## config.mk

```make
export PLATFORM = sky130hd
export DESIGN_NAME = gas_cell
export DESIGN_NICKNAME = d
export VERILOG_FILES = /design/src/design/greedy_activity_selection_assert.svh /design/src/design/gas_pkg.sv /design/src/design/gas_cell.sv
export SDC_FILE = /design/constraint.sdc
export NUM_CORES = 1
export LEC_CHECK = 0
export ABC_AREA = 1
export CAP_MARGIN = 10
export CORE_MARGIN = 3
export CORE_UTILIZATION = 58
export CTS_CLUSTER_DIAMETER = 60
export DETAILED_ROUTE_END_ITERATION = 12
export DONT_BUFFER_PORTS = 1
export PLACE_DENSITY = 0.78
export SLEW_MARGIN = 0
export SYNTH_ARGS = -nofsm -noshare
export SYNTH_HDL_FRONTEND = slang
export SYNTH_SLANG_ARGS = --single-unit
```

## constraint.sdc

```tcl
create_clock -name clock -period 1.8 [get_ports clock]
set_clock_uncertainty 0.15 [all_clocks]
set_input_delay 0.36 -clock clock [delete_from_list [all_inputs] [get_ports clock]]
set_output_delay 0.36 -clock clock [all_outputs]
set_load 0.05 [all_outputs]
```

## src/design/greedy_activity_selection_assert.svh

```systemverilog
`ifndef GREEDY_ACTIVITY_SELECTION_ASSERT_SVH
`define GREEDY_ACTIVITY_SELECTION_ASSERT_SVH

// same-cycle implication, checked outside reset
`define GAS_ASSERT_NOW(label, ante, cons, msg) \
   label: assert property (@(posedge clock) disable iff (reset) (ante) |-> (cons)) \
      else $error(msg);

// next-cycle implication, checked outside reset
`define GAS_ASSERT_NEXT(label, ante, cons, msg) \
   label: assert property (@(posedge clock) disable iff (reset) (ante) |=> (cons)) \
      else $error(msg);

`endif

```

## src/design/gas_pkg.sv

```systemverilog
package gas_pkg;

   localparam int MAX_ACTIVITIES = 64;
   localparam int TIME_BITS      = 16;
   localparam int COUNT_BITS     = 7;

   typedef struct packed {
      logic [TIME_BITS-1:0] start_time;
      logic [TIME_BITS-1:0] finish_time;
      logic                 last_item;
   } req_type;

   typedef struct packed {
      logic [COUNT_BITS-1:0] selection_number;
      logic [TIME_BITS-1:0]  chosen_start;
      logic [TIME_BITS-1:0]  chosen_finish;
      logic                  last_of_run;
   } rsp_type;

   // one stored activity in the sorting chain
   typedef struct packed {
      logic                 valid;
      logic [TIME_BITS-1:0] start;
      logic [TIME_BITS-1:0] finish;
   } entry_type;

   typedef struct packed {
      logic insert;
      logic shift;
   } cell_ctrl_type;

   typedef enum logic [2:0] {
      ST_IDLE  = 3'b001,
      ST_SCAN  = 3'b010,
      ST_FLUSH = 3'b100
   } state_type;

endpackage

```

## src/design/gas_cell.sv

```systemverilog
module gas_cell
   import gas_pkg::*;
(
   input  logic          clock,
   input  logic          reset,
   input  cell_ctrl_type ctrl,
   input  entry_type     new_entry,
   input  entry_type     left_entry,
   input  logic          left_greater,
   input  entry_type     right_entry,
   output entry_type     entry,
   output logic          greater
);

   entry_type entry_ff;
   entry_type entry_in;

   // empty cells count as later than any new activity, ties stay ahead
   assign greater = !entry_ff.valid || (entry_ff.finish > new_entry.finish);
   assign entry   = entry_ff;

   always_comb begin
      entry_in = entry_ff;
      priority if (ctrl.shift) begin
         entry_in = right_entry;
      end else if (ctrl.insert && greater) begin
         entry_in = left_greater ? left_entry : new_entry;
      end
   end

   always_ff @(posedge clock) begin
      if (reset) begin
         entry_ff <= '0;
      end else begin
         entry_ff <= entry_in;
      end
   end

endmodule

```

==> impl_metrics.xml <==
<?xml version="1.0" encoding="UTF-8"?>
<metrics>
  <group name="status">
    <metric name="outcome" unit="">complete, but fails checks</metric>
    <metric name="violations" unit="">negative setup slack</metric>
  </group>
  <group name="detailed_routing">
    <metric name="drt-vias-per-instance" unit="">5.469</metric>
    <metric name="postRouteAntennaNets" unit="">0</metric>
    <metric name="drt-total-wl" unit="mm">7.857</metric>
    <metric name="detailroute.via_count" unit="">2740</metric>
    <metric name="dr.first_iter.drc_count" unit="">108</metric>
    <metric name="tritonroute_pass_1_iters" unit="">4</metric>
    <metric name="drt_drc_violations_left" unit="">0</metric>
    <metric name="post_drt_wl_per_cell" unit="um">15.68</metric>
  </group>
  <group name="worst_setup_path">
    <metric name="criticalPathCategory" unit="">reg2out</metric>
    <metric name="crit_required" unit="ps">1290</metric>
    <metric name="worstSetupStartpoint" unit="">entry[15]</metric>
    <metric name="critPathMaxFanout" unit="">2</metric>
    <metric name="timing.critical_path.from_type" unit="">flop</metric>
    <metric name="worstSetupEndpointType" unit="">primary output</metric>
    <metric name="worst_ep_arrival_time" unit="ps">1670</metric>
    <metric name="regToRegStartpoint" unit="">entry[15]</metric>
  </group>
  <group name="yosys">
    <metric name="netlist.area_leader.share" unit="">0.2261</metric>
    <metric name="synth_seq_cells" unit="">33</metric>
    <metric name="number_of_different_library_cells_in_the_post_synthesis_netlist" unit="">25</metric>
    <metric name="dominantRegCellSynth" unit="">dfxtp_1</metric>
    <metric name="synth_seq_area_share" unit="">0.2261</metric>
    <metric name="async_flop_share" unit="">0</metric>
    <metric name="post_synth_edffs" unit="">0</metric>
    <metric name="synth.net_count" unit="">537</metric>
    <metric name="synthCells" unit="">417</metric>
    <metric name="synthMostInstantiatedCell" unit="">nand2_1</metric>
    <metric name="syn_area" unit="mm2">0.002922</metric>
    <metric name="postSynthAreaPerCell" unit="um2">7.006</metric>
    <metric name="synth_top_cell_by_area" unit="">dfxtp_1</metric>
    <metric name="yosysWarnings" unit="">0</metric>
    <metric name="synth.area.top_cells" unit="">dfxtp_1 23%, nand2_1 11%, a21oi_2 9.3%, nand3_2 7.2%, inv_1 6.9%</metric>
    <metric name="netlist_top_cells_count" unit="">85 x nand2_1, 54 x inv_1, 33 x dfxtp_1</metric>
  </group>
  <group name="floorplanning">
    <metric name="dieArea" unit="mm2">0.005924</metric>
    <metric name="placeableCoreArea" unit="mm2">0.004786</metric>
    <metric name="die_h" unit="um">76.97</metric>
    <metric name="count_of_standard_cell_rows" unit="">25</metric>
    <metric name="io-pin-count" unit="">138</metric>
    <metric name="initial_core_util" unit="">0.6105</metric>
    <metric name="die_w" unit="um">76.97</metric>
  </group>
  <group name="layout">
    <metric name="final_area" unit="mm2">0.003855</metric>
    <metric name="post_route_cells_drive_above_1_share" unit="">0.4539</metric>
    <metric name="combined_area_of_the_multi_input_logic_cells" unit="mm2">0.002267</metric>
    <metric name="num-nets-final" unit="">553</metric>
    <metric name="final.fill_count" unit="">336</metric>
    <metric name="area_delta_synth_final" unit="%">31.95</metric>
    <metric name="max_reg_flops" unit="">33</metric>
    <metric name="antennaDiodeCount" unit="">0</metric>
    <metric name="register_area" unit="um2">718.2</metric>
  </group>
  <group name="sta">
    <metric name="layout_min_cycle_time" unit="ps">2184</metric>
    <metric name="finalHoldWorstSlack" unit="ps">112.0</metric>
    <metric name="grt_setup_unrepaired" unit="">yes</metric>
    <metric name="worstMarginPinSlew" unit="ps">533.6</metric>
    <metric name="max_freq" unit="MHz">457.8</metric>
    <metric name="report.final.slew_viol_count" unit="">0</metric>
    <metric name="finalSetupViolations" unit="">34</metric>
    <metric name="finalWorstSetupSlack" unit="ps">-384.4</metric>
    <metric name="slew_headroom" unit="">0.6438</metric>
    <metric name="timing.final.crit_share" unit="">1.214</metric>
    <metric name="finalHoldViolations" unit="">0</metric>
  </group>
  <group name="clock_tree">
    <metric name="clockBufferDepth" unit="">2</metric>
    <metric name="cts_sinks" unit="">33</metric>
    <metric name="cts_hold_repair.buffers" unit="">0</metric>
    <metric name="cts_tree" unit="">built</metric>
    <metric name="clk_transition_reported_paths" unit="ps">70</metric>
    <metric name="clkLatencyLatePin" unit="ps">280</metric>
    <metric name="clockRootBuffer" unit="">clkbuf_8</metric>
    <metric name="h-tree-depth" unit="">2</metric>
    <metric name="cts_inserted_buffers" unit="">5</metric>
  </group>
  <group name="worst_hold_path">
    <metric name="min_path_type" unit="">in2reg</metric>
    <metric name="hold_path_startpoint" unit="">ctrl[1]</metric>
  </group>
  <group name="pwr">
    <metric name="peakVddDrop" unit="uV">445.4</metric>
    <metric name="clock_power_share" unit="">0.211</metric>
    <metric name="cellInternalPower" unit="uW">1523</metric>
    <metric name="net-switching-power" unit="uW">1058</metric>
    <metric name="pwr-share-seq" unit="">0.376</metric>
    <metric name="p_per_area" unit="mW/mm2">669.6</metric>
    <metric name="switching_share" unit="">0.4099</metric>
    <metric name="cellLeakagePower" unit="uW">0.001677</metric>
    <metric name="comb_power_share" unit="">0.413</metric>
  </group>
  <group name="placed_design">
    <metric name="placement.io_buffers" unit="">0</metric>
    <metric name="place_area" unit="mm2">0.003258</metric>
    <metric name="detailed_place_hpwl" unit="mm">4.924</metric>
    <metric name="preCtsSetupSlack" unit="ps">-274.0</metric>
    <metric name="place.gp.congestion" unit="">0.7611</metric>
  </group>
  <group name="global_routing">
    <metric name="grt_max_degree" unit="">69</metric>
    <metric name="grt_use_total" unit="">0.2336</metric>
    <metric name="via_count_of_the_first_global_routing_pass" unit="">2552</metric>
    <metric name="initial_antenna_violation_count" unit="">0</metric>
    <metric name="grt.overflow.total" unit="">0</metric>
    <metric name="grt_pass1_wl" unit="mm">11.45</metric>
  </group>
  <group name="flow_run">
    <metric name="drv_cap" unit="">0</metric>
  </group>
</metrics>
-- final timing paths --
check	endpoint	slack (ps)	depth (start not counted)
min reg2reg	entry[0]	460	4
max	greater	-380	10
max reg2reg	entry[13]	-310	14
min	entry[32]	110	2
-- cell type report --
class                           instances  share of cell area
Multi-Input combinational cell        301              0.5881
Clock inverter                          2            0.002597
Inverter                               55             0.05453
Clock buffer                            6             0.01883
Sequential cell                        33              0.1863
Timing Repair Buffer                   37              0.1279
Tap cell                               67             0.02175
-- what timing repair did --
| item | in CTS | in global routing |
|---|---|---|
| gates resized for setup | 4 | 64 |
| gates cloned | 2 | 6 |
| endpoints found under the setup margin | 34 | 34 |
| setup buffers | 0 | 1 |
| pin swaps | 4 | 22 |
-- layout by cell type, fill, tap and decap left out, types with 4 or more instances in the layout --
cell and instances:
inv_1 49, a21oi_1 18, nand2_1 59, nand3_2 25, nand2_2 26, dfxtp_1 17, a21oi_2 28, nor2_2 21
mux2i_1 18, o21ai_0 32, ha_4 11, dfxtp_4 15, inv_2 4, nor2_1 31, ha_1 5, buf_12 7
buf_4 23, clkbuf_16 5, nand3_4 7, clkbuf_8 5, a21oi_4 7
-- layer usage --
layer / vias up / wire, um / track usage
met5: - / 0 / 0
met4: 0 / 59 / 0.04448
met3: 4 / 565 / 0.06925
met2: 98 / 4118 / 0.4268
met1: 1260 / 3113 / 0.2702
li1: 1378 / - / -
-- worst max-delay path, cell delays in order, from the launching register on --
cell and delay [ps]:
dfxtp_4 350, ha_4 280, nand2_4 50, inv_4 60, nand3_4 60, nor2_4 130
nand2_1 60, nand2_1 80, nand2_2 90, nand2_8 90, buf_12 130
-- logic make-up (layout without fill, tap and decap cells) --
group           Yosys count  after routing  synth area share
fa+ha+maj                16             16           0.06852
simple gates            177            178            0.3024
mux                      18             18           0.06167
compound gates           89             89            0.1961
flops                    33             33            0.2261
buf+inv                  84            100            0.1452
-- power groups by stage --
stage	sequential (uW)	combinational (uW)	clock, uW
2_1_floorplan	1110	596	0
3_3_place_gp	985	805	0
3_5_place_dp	987	827	0
4_1_cts	970	870	560
5_1_grt	979	1160	595
6_report	971	1070	543
-- metrics by stage --
stage | cells | total power (uW) | TNS, ps | utilization
finish | 501 | 2581 | -9623 | 0.8055
global route | 501 | 2729 | -13000 | 0.8055
CTS | 494 | 2400 | -7360 | 0.7132
detailed placement | 484 | 1815 | -8241 | 0.6808
global placement | 484 | 1791 | -7533 | 0.6808
floorplan | 417 | 1704 | -7671 | -
No activity file was read; power rests on OpenSTA's default activity.
