--- config.mk ---
export PLATFORM = sky130hd
export DESIGN_NAME = gas_select
export DESIGN_NICKNAME = d
export VERILOG_FILES = /design/src/design/greedy_activity_selection_assert.svh /design/src/design/gas_pkg.sv /design/src/design/gas_select.sv
export SDC_FILE = /design/constraint.sdc
export NUM_CORES = 1
export LEC_CHECK = 0
export ABC_CLOCK_PERIOD_IN_PS = 3810
export BUFFER_PORTS_ARGS = -buffer_cell sky130_fd_sc_hd__buf_2
export CAP_MARGIN = 20
export CORE_MARGIN = 1
export CORE_UTILIZATION = 25
export CTS_CLUSTER_DIAMETER = 120
export DETAILED_ROUTE_END_ITERATION = 8
export GPL_ROUTABILITY_DRIVEN = 0
export PLACE_DENSITY = 0.43
export SYNTH_ARGS = -nofsm -noshare
export SYNTH_HDL_FRONTEND = slang
export SYNTH_SLANG_ARGS = --single-unit
--- constraint.sdc ---
create_clock -name clock -period 3.81 [get_ports clock]
set_input_delay 0 -clock clock [delete_from_list [all_inputs] [get_ports clock]]
set_output_delay 0 -clock clock [all_outputs]
set_load 0.01 [all_outputs]
--- src/design/greedy_activity_selection_assert.svh ---
`ifndef GREEDY_ACTIVITY_SELECTION_ASSERT_SVH
`define GREEDY_ACTIVITY_SELECTION_ASSERT_SVH

// same-cycle implication, checked outside reset
`define GAS_ASSERT_NOW(label, ante, cons, msg) \
   label: assert property (@(posedge clock) disable iff (reset) (ante) |-> (cons)) \
      else $error(msg);

// next-cycle implication, checked outside reset
`define GAS_ASSERT_NEXT(label, ante, cons, msg) \
   label: assert property (@(posedge clock) disable iff (reset) (ante) |=> (cons)) \
      else $error(msg);

`endif

--- src/design/gas_pkg.sv ---
package gas_pkg;

   localparam int MAX_ACTIVITIES = 64;
   localparam int TIME_BITS      = 16;
   localparam int COUNT_BITS     = 7;

   typedef struct packed {
      logic [TIME_BITS-1:0] start_time;
      logic [TIME_BITS-1:0] finish_time;
      logic                 last_item;
   } req_type;

   typedef struct packed {
      logic [COUNT_BITS-1:0] selection_number;
      logic [TIME_BITS-1:0]  chosen_start;
      logic [TIME_BITS-1:0]  chosen_finish;
      logic                  last_of_run;
   } rsp_type;

   // one stored activity in the sorting chain
   typedef struct packed {
      logic                 valid;
      logic [TIME_BITS-1:0] start;
      logic [TIME_BITS-1:0] finish;
   } entry_type;

   typedef struct packed {
      logic insert;
      logic shift;
   } cell_ctrl_type;

   typedef enum logic [2:0] {
      ST_IDLE  = 3'b001,
      ST_SCAN  = 3'b010,
      ST_FLUSH = 3'b100
   } state_type;

endpackage

--- src/design/gas_select.sv ---
module gas_select
   import gas_pkg::*;
(
   input  logic      clock,
   input  logic      reset,
   input  logic      run_begin,
   input  logic      take,
   input  logic      run_end,
   input  entry_type head,
   output logic      rsp_valid,
   output rsp_type   rsp_data
);

   logic [TIME_BITS-1:0]  latest_ff,   latest_in;
   logic [COUNT_BITS-1:0] count_ff,    count_in;
   logic                  pend_vld_ff, pend_vld_in;
   rsp_type               pend_ff,     pend_in;
   logic                  out_vld_ff,  out_vld_in;
   rsp_type               out_ff,      out_in;
   logic                  select;

   assign select = take && head.valid && (head.start >= latest_ff);

   // a selection is held in a pending register so the final one can be marked
   always_comb begin
      latest_in   = latest_ff;
      count_in    = count_ff;
      pend_vld_in = pend_vld_ff;
      pend_in     = pend_ff;
      out_vld_in  = 1'b0;
      out_in      = out_ff;
      priority if (run_begin) begin
         latest_in   = '0;
         count_in    = '0;
         pend_vld_in = 1'b0;
      end else if (select) begin
         latest_in                = head.finish;
         count_in                 = count_ff + COUNT_BITS'(1);
         pend_vld_in              = 1'b1;
         pend_in.selection_number = count_ff + COUNT_BITS'(1);
         pend_in.chosen_start     = head.start;
         pend_in.chosen_finish    = head.finish;
         pend_in.last_of_run      = 1'b0;
         out_vld_in               = pend_vld_ff;
         out_in                   = pend_ff;
      end else if (run_end) begin
         pend_vld_in        = 1'b0;
         out_vld_in         = pend_vld_ff;
         out_in             = pend_ff;
         out_in.last_of_run = 1'b1;
      end
   end

   always_ff @(posedge clock) begin
      if (reset) begin
         latest_ff   <= '0;
         count_ff    <= '0;
         pend_vld_ff <= 1'b0;
         out_vld_ff  <= 1'b0;
      end else begin
         latest_ff   <= latest_in;
         count_ff    <= count_in;
         pend_vld_ff <= pend_vld_in;
         out_vld_ff  <= out_vld_in;
      end
   end

   always_ff @(posedge clock) begin
      pend_ff <= pend_in;
      out_ff  <= out_in;
   end

   assign rsp_valid = out_vld_ff;
   assign rsp_data  = out_ff;

endmodule

==> flow_metrics.tcl, run 1 <==
set metrics [dict create \
    finalNonFillerCells 554 \
    path_clk_slew_ns 0.07 \
    timing.critical_path.to_type "register" \
    worst_slew_margin_pct 30.1 \
    detail_route.iter0.violations 163 \
    grt_pass1_wl_mm 12.8 \
    cap_viol_max_count 0 \
    grt_remaining_overflow 0 \
    final_antenna_net_count 0 \
    synth.top_cells.by_area "edfxtp_1 (62%), dfxtp_1 (13%), ha_1 (5.6%)" \
    clock_skew_ns 0.0106 \
    finalSetupViolations 0 \
    type_of_the_worst_min_delay_path "in2reg" \
    clock-root-buffer "clkbuf_16" \
    cells_after_dpl 505 \
    yosys.area.top_type_share_pct 62.5 \
    cts_tree "done" \
    insertedDiodeCount 0 \
    via_per_inst 4.17 \
    violations "DRC" \
    crit_type "reg2reg" \
    p_clk_share_pct 39.4 \
    grt_usage_pct 11.0 \
    postSynthNetCount 302 \
    syn_inst 247 \
    synthDistinctLibCells 28 \
    switching_share_pct 21.2 \
    via_count 2310 \
    die_w_um 125 \
    maxClockFrequency_ghz 0.385 \
    setup.worst_path.start_class "register" \
    worst_ep_arrival_time_ns 2.64 \
    critical_path_required_ns 3.85 \
    result_of_the_run "finished with violations" \
    hpwl_reported_at_the_end_of_detailed_placement_mm 5.38 \
    ys.flop_type "edfxtp_1" \
    cts_made_buffers 9 \
    overall_die_area_sq_um 15700 \
    ys_async_sr_fraction_pct 0 \
    post-cts-setup-buffers 0 \
    areaGrowthSynthToFinish_pct 33.2 \
    whs_ns 0.111 \
    netlist.top_cell.by_area "edfxtp_1" \
    fp.dieH_um 125 \
    antenna_violations_before_repair 0 \
    rows 44 \
    synthesis.area_sq_um 3800 \
    drtPass1Iterations 7 \
    power.combinational.fraction_pct 6.8 \
    sink_count_of_the_clock_tree 104 \
    power.switching_w 0.000497 \
    p_leak_nw 1.84 \
    maximum_number_of_pins_on_one_net_before_global_route_repair 42 \
    ys_ff_latch 104 \
    power.sequential.fraction_pct 53.8 \
    drt_wl_total_mm 7.92 \
    p_int_w 0.00185 \
    max_slew_violations 0 \
    setup-tns-final_ns 0 \
    drt-wirelength-per-cell_um 14.3 \
    ys_warn_count 0 \
    cts_max_level 3 \
    power.density_nw_per_um2 464 \
    worst-path-max-fanout 22 \
    design.core.area_sq_um 14700 \
    timing.final.hold_violations 0 \
    clock_latency_ns 0.34 \
    design.portCount 79 \
    vdd.ir_drop.worst_mv 0.186 \
    synth.yosys.seq_area_share_pct 75.6 \
    cts_max_path_buffers 2 \
    grt_setup_unrepaired "false" \
    number_of_synthesized_flops_with_an_enable_pin 79 \
    vias_in_the_first_global_route 2317 \
    worstMarginPinSlew_ns 1.05 \
    nets 420 \
    finalCoreUtilization_pct 34.4 \
    fraction_of_the_cycle_the_final_worst_path_needs_pct 68.2 \
    drc 6 \
    synth_area_per_cell_sq_um 15.4 \
    final_layout_size_suffix_gt1_share_pct 27.6 \
    portBuffers 78 \
    initial_utilization_pct 25.8 \
    post-route-min-period_ns 2.60 \
]
[area by class of cell]
cell class	count	area, sq um
fillers	1462	9640
flip-flops and latches	104	2870
multi-input cells	114	815
repair buffers	115	763
clock buffers	11	243
well taps	184	230
inverters	21	78.8
clock inverters	5	56.3
[synth_stat cells, types with 3 or more instances]
library cell	instances
a21oi_1	12
dfxtp_1	25
edfxtp_1	79
ha_1	17
inv_1	21
nand2_1	9
nand2b_1	3
nand3_1	21
nor2_1	9
o21ai_0	6
o31ai_1	15
xnor2_1	7
[through the flow]
stage               area [sq um]  total power, W  setup slack (ns)
finish                      5060         0.00235              1.21
global route                5060         0.00245             0.961
CTS                         5060         0.00237              1.16
detailed placement          4430         0.00143              1.18
global placement            4430         0.00142              1.19
floorplan                   3800         0.00135            0.0562
[critical path: stages (launching register included)]
cell and delay, ns:
dfxtp_1 0.31, inv_1 0.05, ha_1 0.30, nand4_1 0.13
nor3_2 0.24, nand3b_1 0.20, a31oi_4 0.23, inv_1 0.11
nor2_4 0.44, buf_12 0.25
[worst paths after layout]
check           startpoint      endpoint  slack (ns)  depth (start not counted)
max reg2reg  latest_ff[13]   pend_ff[10]        1.21                          9
min              run_begin  rsp_data[34]        0.11                          2
max          latest_ff[13]   pend_ff[10]        1.21                          9
min reg2reg     pend_ff[5]   rsp_data[5]        0.42                          0
[timing repair]
item	CTS	global route
gates resized for setup	0	0
endpoints found under the hold margin	50	0
hold buffers	33	0
[registers in the layout, summed over array words and instances, names as in the netlist]
| name | flops |
|---|---|
| latest_ff | 16 |
| count_ff | 7 |
| rsp_valid | 1 |
| pend_ff | 39 |
| pend_vld_ff | 1 |
| rsp_data | 40 |
[metal layers]
metal / track usage, % / vias up / part of all wire, %
met5: 0 / - / 0
met4: 6.24 / 0 / 2.0
met3: 2.31 / 10 / 4.0
met2: 16.5 / 55 / 45
met1: 14.6 / 1095 / 49
li1: - / 1150 / -
[cells by family after synthesis]
logic type / share of synthesized area, %
xor gates and xnor gates: 1.84
and+or+nand+nor: 6.32
DFF: 75.6
adders and majority gates: 5.60
AOI/OAI and AO/OA: 7.21
buffers and inverters: 3.39
[cell usage in the layout, fill, tap and decap left out, drive strengths merged]
| master | instances |
|---|---|
| buf | 82 |
| edfxtp | 79 |
| dlygate4sd3 | 33 |
| dfxtp | 25 |
| nand3 | 21 |
| inv | 21 |
| ha | 17 |
| o31ai | 15 |
| a21oi | 12 |
| clkbuf | 11 |
| nand2 | 9 |
| nor2 | 9 |
| xnor2 | 7 |
| o21ai | 6 |
| clkinv | 4 |
| nand2b | 3 |
| and3 | 2 |
| nand4 | 2 |
| a311oi | 2 |
| a21o | 2 |
| xor2 | 1 |
| a2111oi | 1 |
| nor3 | 1 |
| nand3b | 1 |
| a31oi | 1 |
| or2 | 1 |
| a31o | 1 |
| bufinv | 1 |
[power groups by stage]
stage / Clock [W] / Combinational, W / Sequential (W)
after floorplan: 0 / 0.0000568 / 0.00130
after CTS: 0.000946 / 0.000164 / 0.00126
after global routing: 0.00100 / 0.000180 / 0.00126
final: 0.000925 / 0.000159 / 0.00126
after global placement: 0 / 0.000137 / 0.00129
after detailed placement: 0 / 0.000138 / 0.00129
No activity file was read; power rests on OpenSTA's default activity.
==> inputs of run 2 (changes only) <==
ABC_CLOCK_PERIOD_IN_PS = 2640   (was 3810)
PLACE_DENSITY = 0.42   (was 0.43)
clock period = 2.64 ns   (was 3.81 ns; I/O delays follow)
==> flow_metrics.tcl, run 2 (synthesis gave the netlist of run 1 again) <==
set metrics [dict create \
    result_of_the_run "finished with violations" \
    violations "DRC" \
    rows 44 \
    cts_made_buffers 9 \
    grt_pass1_wl_mm 11.9 \
    vdd.ir_drop.worst_mv 0.298 \
    worst_ep_arrival_time_ns 2.55 \
    via_per_inst 4.13 \
    cts_max_path_buffers 2 \
    drc 4 \
    fraction_of_the_cycle_the_final_worst_path_needs_pct 93.3 \
    dpl_cell_area_sq_um 4540 \
    sink_count_of_the_clock_tree 104 \
    antenna_violations_before_repair 0 \
    p_clk_share_pct 37.4 \
    areaGrowthSynthToFinish_pct 36.0 \
    worstMarginPinSlew_ns 0.975 \
    vias_in_the_first_global_route 2245 \
    p_leak_nw 1.90 \
    portBuffers 78 \
    grt_usage_pct 10.4 \
    clock_skew_ns 0.00612 \
    maximum_number_of_pins_on_one_net_before_global_route_repair 31 \
    hpwl_reported_at_the_end_of_detailed_placement_mm 5.36 \
    insertedDiodeCount 0 \
    finalSetupViolations 0 \
    power.sequential.fraction_pct 55.2 \
    setup_ws_ns 0.176 \
    layout.cells.most_common_list "edfxtp_1 (79), buf_2 (78), dlygate4sd3_1 (33)" \
    design.portCount 79 \
    nets 436 \
    power.combinational.fraction_pct 7.5 \
    setup.worst_path.start_class "input pin" \
    grt_remaining_overflow 0 \
    cells_after_dpl 518 \
    post-route-min-period_ns 2.46 \
    clock-root-buffer "clkbuf_16" \
    dpl_worst_slack_ns 0.123 \
    final_antenna_net_count 0 \
    final_layout_size_suffix_gt1_share_pct 30.8 \
    die_w_um 125 \
    critical_path_required_ns 2.73 \
    n_fill_cell 1428 \
    drtPass1Iterations 6 \
    timing.critical_path.to_type "register" \
    post-route-cell-area_sq_um 5170 \
    overall_die_area_sq_um 15700 \
    power.switching_w 0.000718 \
    detail_route.iter0.violations 111 \
    type_of_the_worst_min_delay_path "in2reg" \
    drt_wl_total_mm 7.87 \
    design.core.area_sq_um 14700 \
    path_clk_slew_ns 0.07 \
    power.density_nw_per_um2 639 \
    finalNonFillerCells 570 \
    setup-tns-final_ns 0 \
    cts_tree "done" \
    crit_type "in2reg" \
    timing.final.hold_violations 0 \
    cts_max_level 3 \
    cap_viol_max_count 0 \
    max_ffs_per_register 40 \
    grt_setup_unrepaired "false" \
    clock_latency_ns 0.34 \
    layout.cells.most_common "edfxtp_1" \
    cts-resized-gates 0 \
    max_slew_violations 0 \
    fp.dieH_um 125 \
    via_count 2354 \
    p_int_w 0.00258 \
    switching_share_pct 21.8 \
    drt-wirelength-per-cell_um 13.8 \
    initial_utilization_pct 25.8 \
    worst_slew_margin_pct 34.9 \
    worst-path-max-fanout 29 \
    maxClockFrequency_ghz 0.406 \
]
-- run 2: changes by cell type in the layout (fill, tap and decap cells not counted), sizes merged --
cell and change:
clkinv -2, bufinv -1, clkinvlp +3, buf +16
-- run 2: power groups by stage --
stage                     logic (W)  clock network (W)  registers (W)
after CTS                  0.000249            0.00127        0.00182
final                      0.000247            0.00123        0.00182
after global placement     0.000200                  0        0.00186
after global routing       0.000273            0.00134        0.00182
after detailed placement   0.000211                  0        0.00186
after floorplan           0.0000841                  0        0.00187
-- run 2: metrics by stage --
| step | power (W) | hold slack (ns) | utilization (%) |
|---|---|---|---|
| after floorplan | 0.00195 | 0.0989 | - |
| after global placement | 0.00206 | 0.198 | 30.6 |
| after detailed placement | 0.00207 | 0.203 | 30.9 |
| after CTS | 0.00335 | 0.133 | 35.0 |
| after global routing | 0.00344 | 0.196 | 35.2 |
| final | 0.00330 | 0.173 | 35.2 |
-- run 2: worst paths after layout --
kind | cells after the start | to | start | slack (ns)
max | 11 | rsp_data[22] | head[16] | 0.18
min | 4 | rsp_valid | reset | 0.17
max reg2reg | 8 | rsp_data[22] | latest_ff[0] | 0.19
min reg2reg | 0 | rsp_data[35] | pend_ff[35] | 0.42
-- run 2: cell type report --
type | count | area, sq um | share of cell area [%]
Clock buffer | 11 | 243 | 4.70
Clock inverter | 5 | 32.5 | 0.630
Inverter | 21 | 78.8 | 1.53
Multi-Input combinational cell | 114 | 815 | 15.8
Sequential cell | 104 | 2870 | 55.6
Tap cell | 184 | 230 | 4.46
Timing Repair Buffer | 131 | 896 | 17.3
-- run 2: worst max-delay path, cell delays in order --
cell           delay [ns]
dlygate4sd3_1        0.52
buf_2                0.10
inv_1                0.04
ha_1                 0.27
nand2b_1             0.15
a2111oi_0            0.59
nand3b_1             0.26
a31oi_4              0.12
nor2_1               0.22
nor2_4               0.08
buf_12               0.18
-- run 2: metal layers --
metal  vias up  wire, um  track usage, %
met3        10       243            1.80
li1       1183         -               -
met1      1110      3790            13.6
met5         -         0               0
met2        51      3670            16.1
met4         0       165            6.03
-- run 2: repair_timing --
item | CTS | global route
endpoints found under the hold margin | 49 | 0
setup endpoints to repair | 0 | 59
buffers inserted | 0 | 3
hold buffers | 33 | 0
==> inputs of run 3 (changes only) <==
--- a/config.mk
+++ b/config.mk
@@ -9,4 +9,5 @@
 export BUFFER_PORTS_ARGS = -buffer_cell sky130_fd_sc_hd__buf_2
 export CAP_MARGIN = 20
+export CORE_ASPECT_RATIO = 0.5
 export CORE_MARGIN = 1
 export CORE_UTILIZATION = 25
==> constraint.sdc (replaced) <==
create_clock -name clock -period 2.64 [get_ports clock]
set_input_delay 0.132 -clock clock [delete_from_list [all_inputs] [get_ports clock]]
set_output_delay 0.132 -clock clock [all_outputs]
set_load 0.01 [all_outputs]
==> flow_metrics.tcl, run 3 (synthesis gave the netlist of run 1 again) <==
set metrics [dict create \
    worst_hold_startpoint "head[28]" \
    overall_die_area_sq_um 15700 \
    worst_r2r_endpoint "rsp_data[7]" \
    globalRouteMet3Util_pct 3.91 \
    cts_made_buffers 9 \
    critical_path_required_ns 2.70 \
    global_route.peak_usage_layer "met2" \
    nets 433 \
    initial_utilization_pct 25.9 \
    grt_use_met1_pct 14.7 \
    portBuffers 78 \
    areaGrowthSynthToFinish_pct 36.6 \
    maximum_number_of_pins_on_one_net_before_global_route_repair 41 \
    crit_type "reg2reg" \
    antenna_violations_before_repair 1 \
    path_clk_slew_ns 0.07 \
    fraction_of_the_cycle_the_final_worst_path_needs_pct 97.2 \
    final_layout_size_suffix_gt1_share_pct 31.6 \
    timing.final.hold_violations 0 \
    design.core.area_sq_um 14700 \
    hold_path_depth 1 \
    cts_max_path_buffers 2 \
    r2r_cells 7 \
    post-route-min-period_ns 2.57 \
    worst_slew_margin_pct 33.4 \
    final_antenna_net_count 0 \
    whs_ns 0.0108 \
    vias_in_the_first_global_route 2382 \
    timing.critical_path.to_type "register" \
    post-layout-total-power_w 0.00342 \
    design.portCount 79 \
    clock_latency_ns 0.34 \
    cts_tree "done" \
    grt_pass1_wl_mm 12.7 \
    grt_setup_unrepaired "true" \
    grt_usage_pct 11.1 \
    drt_wl_total_mm 8.50 \
    clock-root-buffer "clkbuf_16" \
    result_of_the_run "complete, no violations" \
    max_slew_violations 0 \
    max_ffs_per_register 40 \
    critical_path.reg2reg.startpoint "latest_ff[0]" \
    grt_remaining_overflow 0 \
    p_leak_nw 1.89 \
    sink_count_of_the_clock_tree 104 \
    hold_path_end "pend_ff[29]" \
    reg2reg_slack_ns 0.07 \
    worstMarginPinSlew_ns 0.997 \
    drtPass1Iterations 4 \
    vdd.ir_drop.worst_mv 0.297 \
    drc 0 \
    worst-path-max-fanout 10 \
    met2_resource_use_gr_pct 16.8 \
    setup.worst_path.start_class "register" \
    power.density_nw_per_um2 660 \
    cap_viol_max_count 0 \
    maxClockFrequency_ghz 0.390 \
    drt-wirelength-per-cell_um 14.6 \
    detail_route.iter0.violations 154 \
    layout.cells.most_common_list "edfxtp_1 (79), buf_2 (78), dlygate4sd3_1 (30)" \
    insertedDiodeCount 0 \
    type_of_the_worst_min_delay_path "in2reg" \
    hpwl_reported_at_the_end_of_detailed_placement_mm 5.45 \
    rows 31 \
    die_w_um 176 \
    via_count 2380 \
    worst_ep_arrival_time_ns 2.62 \
    clock_skew_ns 0.00521 \
    layout.cells.most_common "edfxtp_1" \
    via_per_inst 4.10 \
    fp.dieH_um 89.2 \
    cts_max_level 3 \
    finalSetupViolations 0 \
]
==> run 3: cell count changes in the layout (fill, tap and decap cells not counted), sizes merged <==
| cell | change |
|---|---|
| buf | -4 |
| bufinv | +1 |
| clkinvlp | -1 |
| dlygate4sd3 | -3 |
| nor2 | +4 |
==> run 3: cell type report <==
class	count	area, sq um
Clock buffer	11	253
Clock inverter	5	55.1
Fill cell	1447	9470
Inverter	21	78.8
Multi-Input combinational cell	118	857
Sequential cell	104	2870
Tap cell	198	248
Timing Repair Buffer	124	823
==> run 3: what timing repair did <==
action	CTS	global route
hold buffers	30	0
hold endpoints to repair	30	0
gates cloned	2	2
setup buffers	0	1
pin swaps	0	3
endpoints found under the setup margin	79	79
resized for setup	2	2
==> run 3: worst max-delay path by stage <==
stage | slack, ns | startpoint | cells after the start | end
2_1_floorplan | 0.001 | latest_ff[15] | 9 | rsp_data[0]
3_3_place_gp | -0.17 | latest_ff[13] | 8 | pend_ff[29]
3_5_place_dp | -0.25 | latest_ff[13] | 8 | pend_ff[8]
4_1_cts | 0.04 | head[27] | 9 | pend_ff[29]
5_1_grt | -0.10 | latest_ff[13] | 8 | rsp_data[7]
6_report | 0.07 | latest_ff[0] | 7 | rsp_data[7]
==> run 3: critical path, stage by stage (launching register included) <==
cell       delay [ns]
dfxtp_1          0.31
ha_1             0.26
nand2b_1         0.16
a2111oi_0        0.55
nand3b_1         0.27
a31oi_4          0.14
nor2_2           0.35
nor2_2           0.24
==> run 3: report_power, final <==
| group | internal [W] | switching (W) |
|---|---|---|
| clock network | 0.000783 | 0.000572 |
| registers | 0.00181 | 0.0000116 |
| logic | 0.000104 | 0.000143 |
==> run 3: layer usage <==
metal / share of wire (%) / vias up
li1: - / 1180
met1: 50 / 1132
met2: 43 / 53
met3: 5.7 / 13
met4: 1.6 / 2
met5: 0.15 / -
==> run 3: stage by stage <==
| stage | cells | cell area (sq um) | setup WS, ns | setup TNS (ns) | util [%] |
|---|---|---|---|---|---|
| finish | 581 | 5190 | 0.0742 | 0 | 35.4 |
| global route | 581 | 5190 | -0.105 | -2.64 | 35.4 |
| CTS | 578 | 5150 | 0.0405 | 0 | 35.1 |
| detailed placement | 530 | 4520 | -0.250 | -19.31 | 30.8 |
| global placement | 530 | 4520 | -0.173 | -13.04 | 30.8 |
| floorplan | 247 | 3810 | 0.00109 | 0 | - |
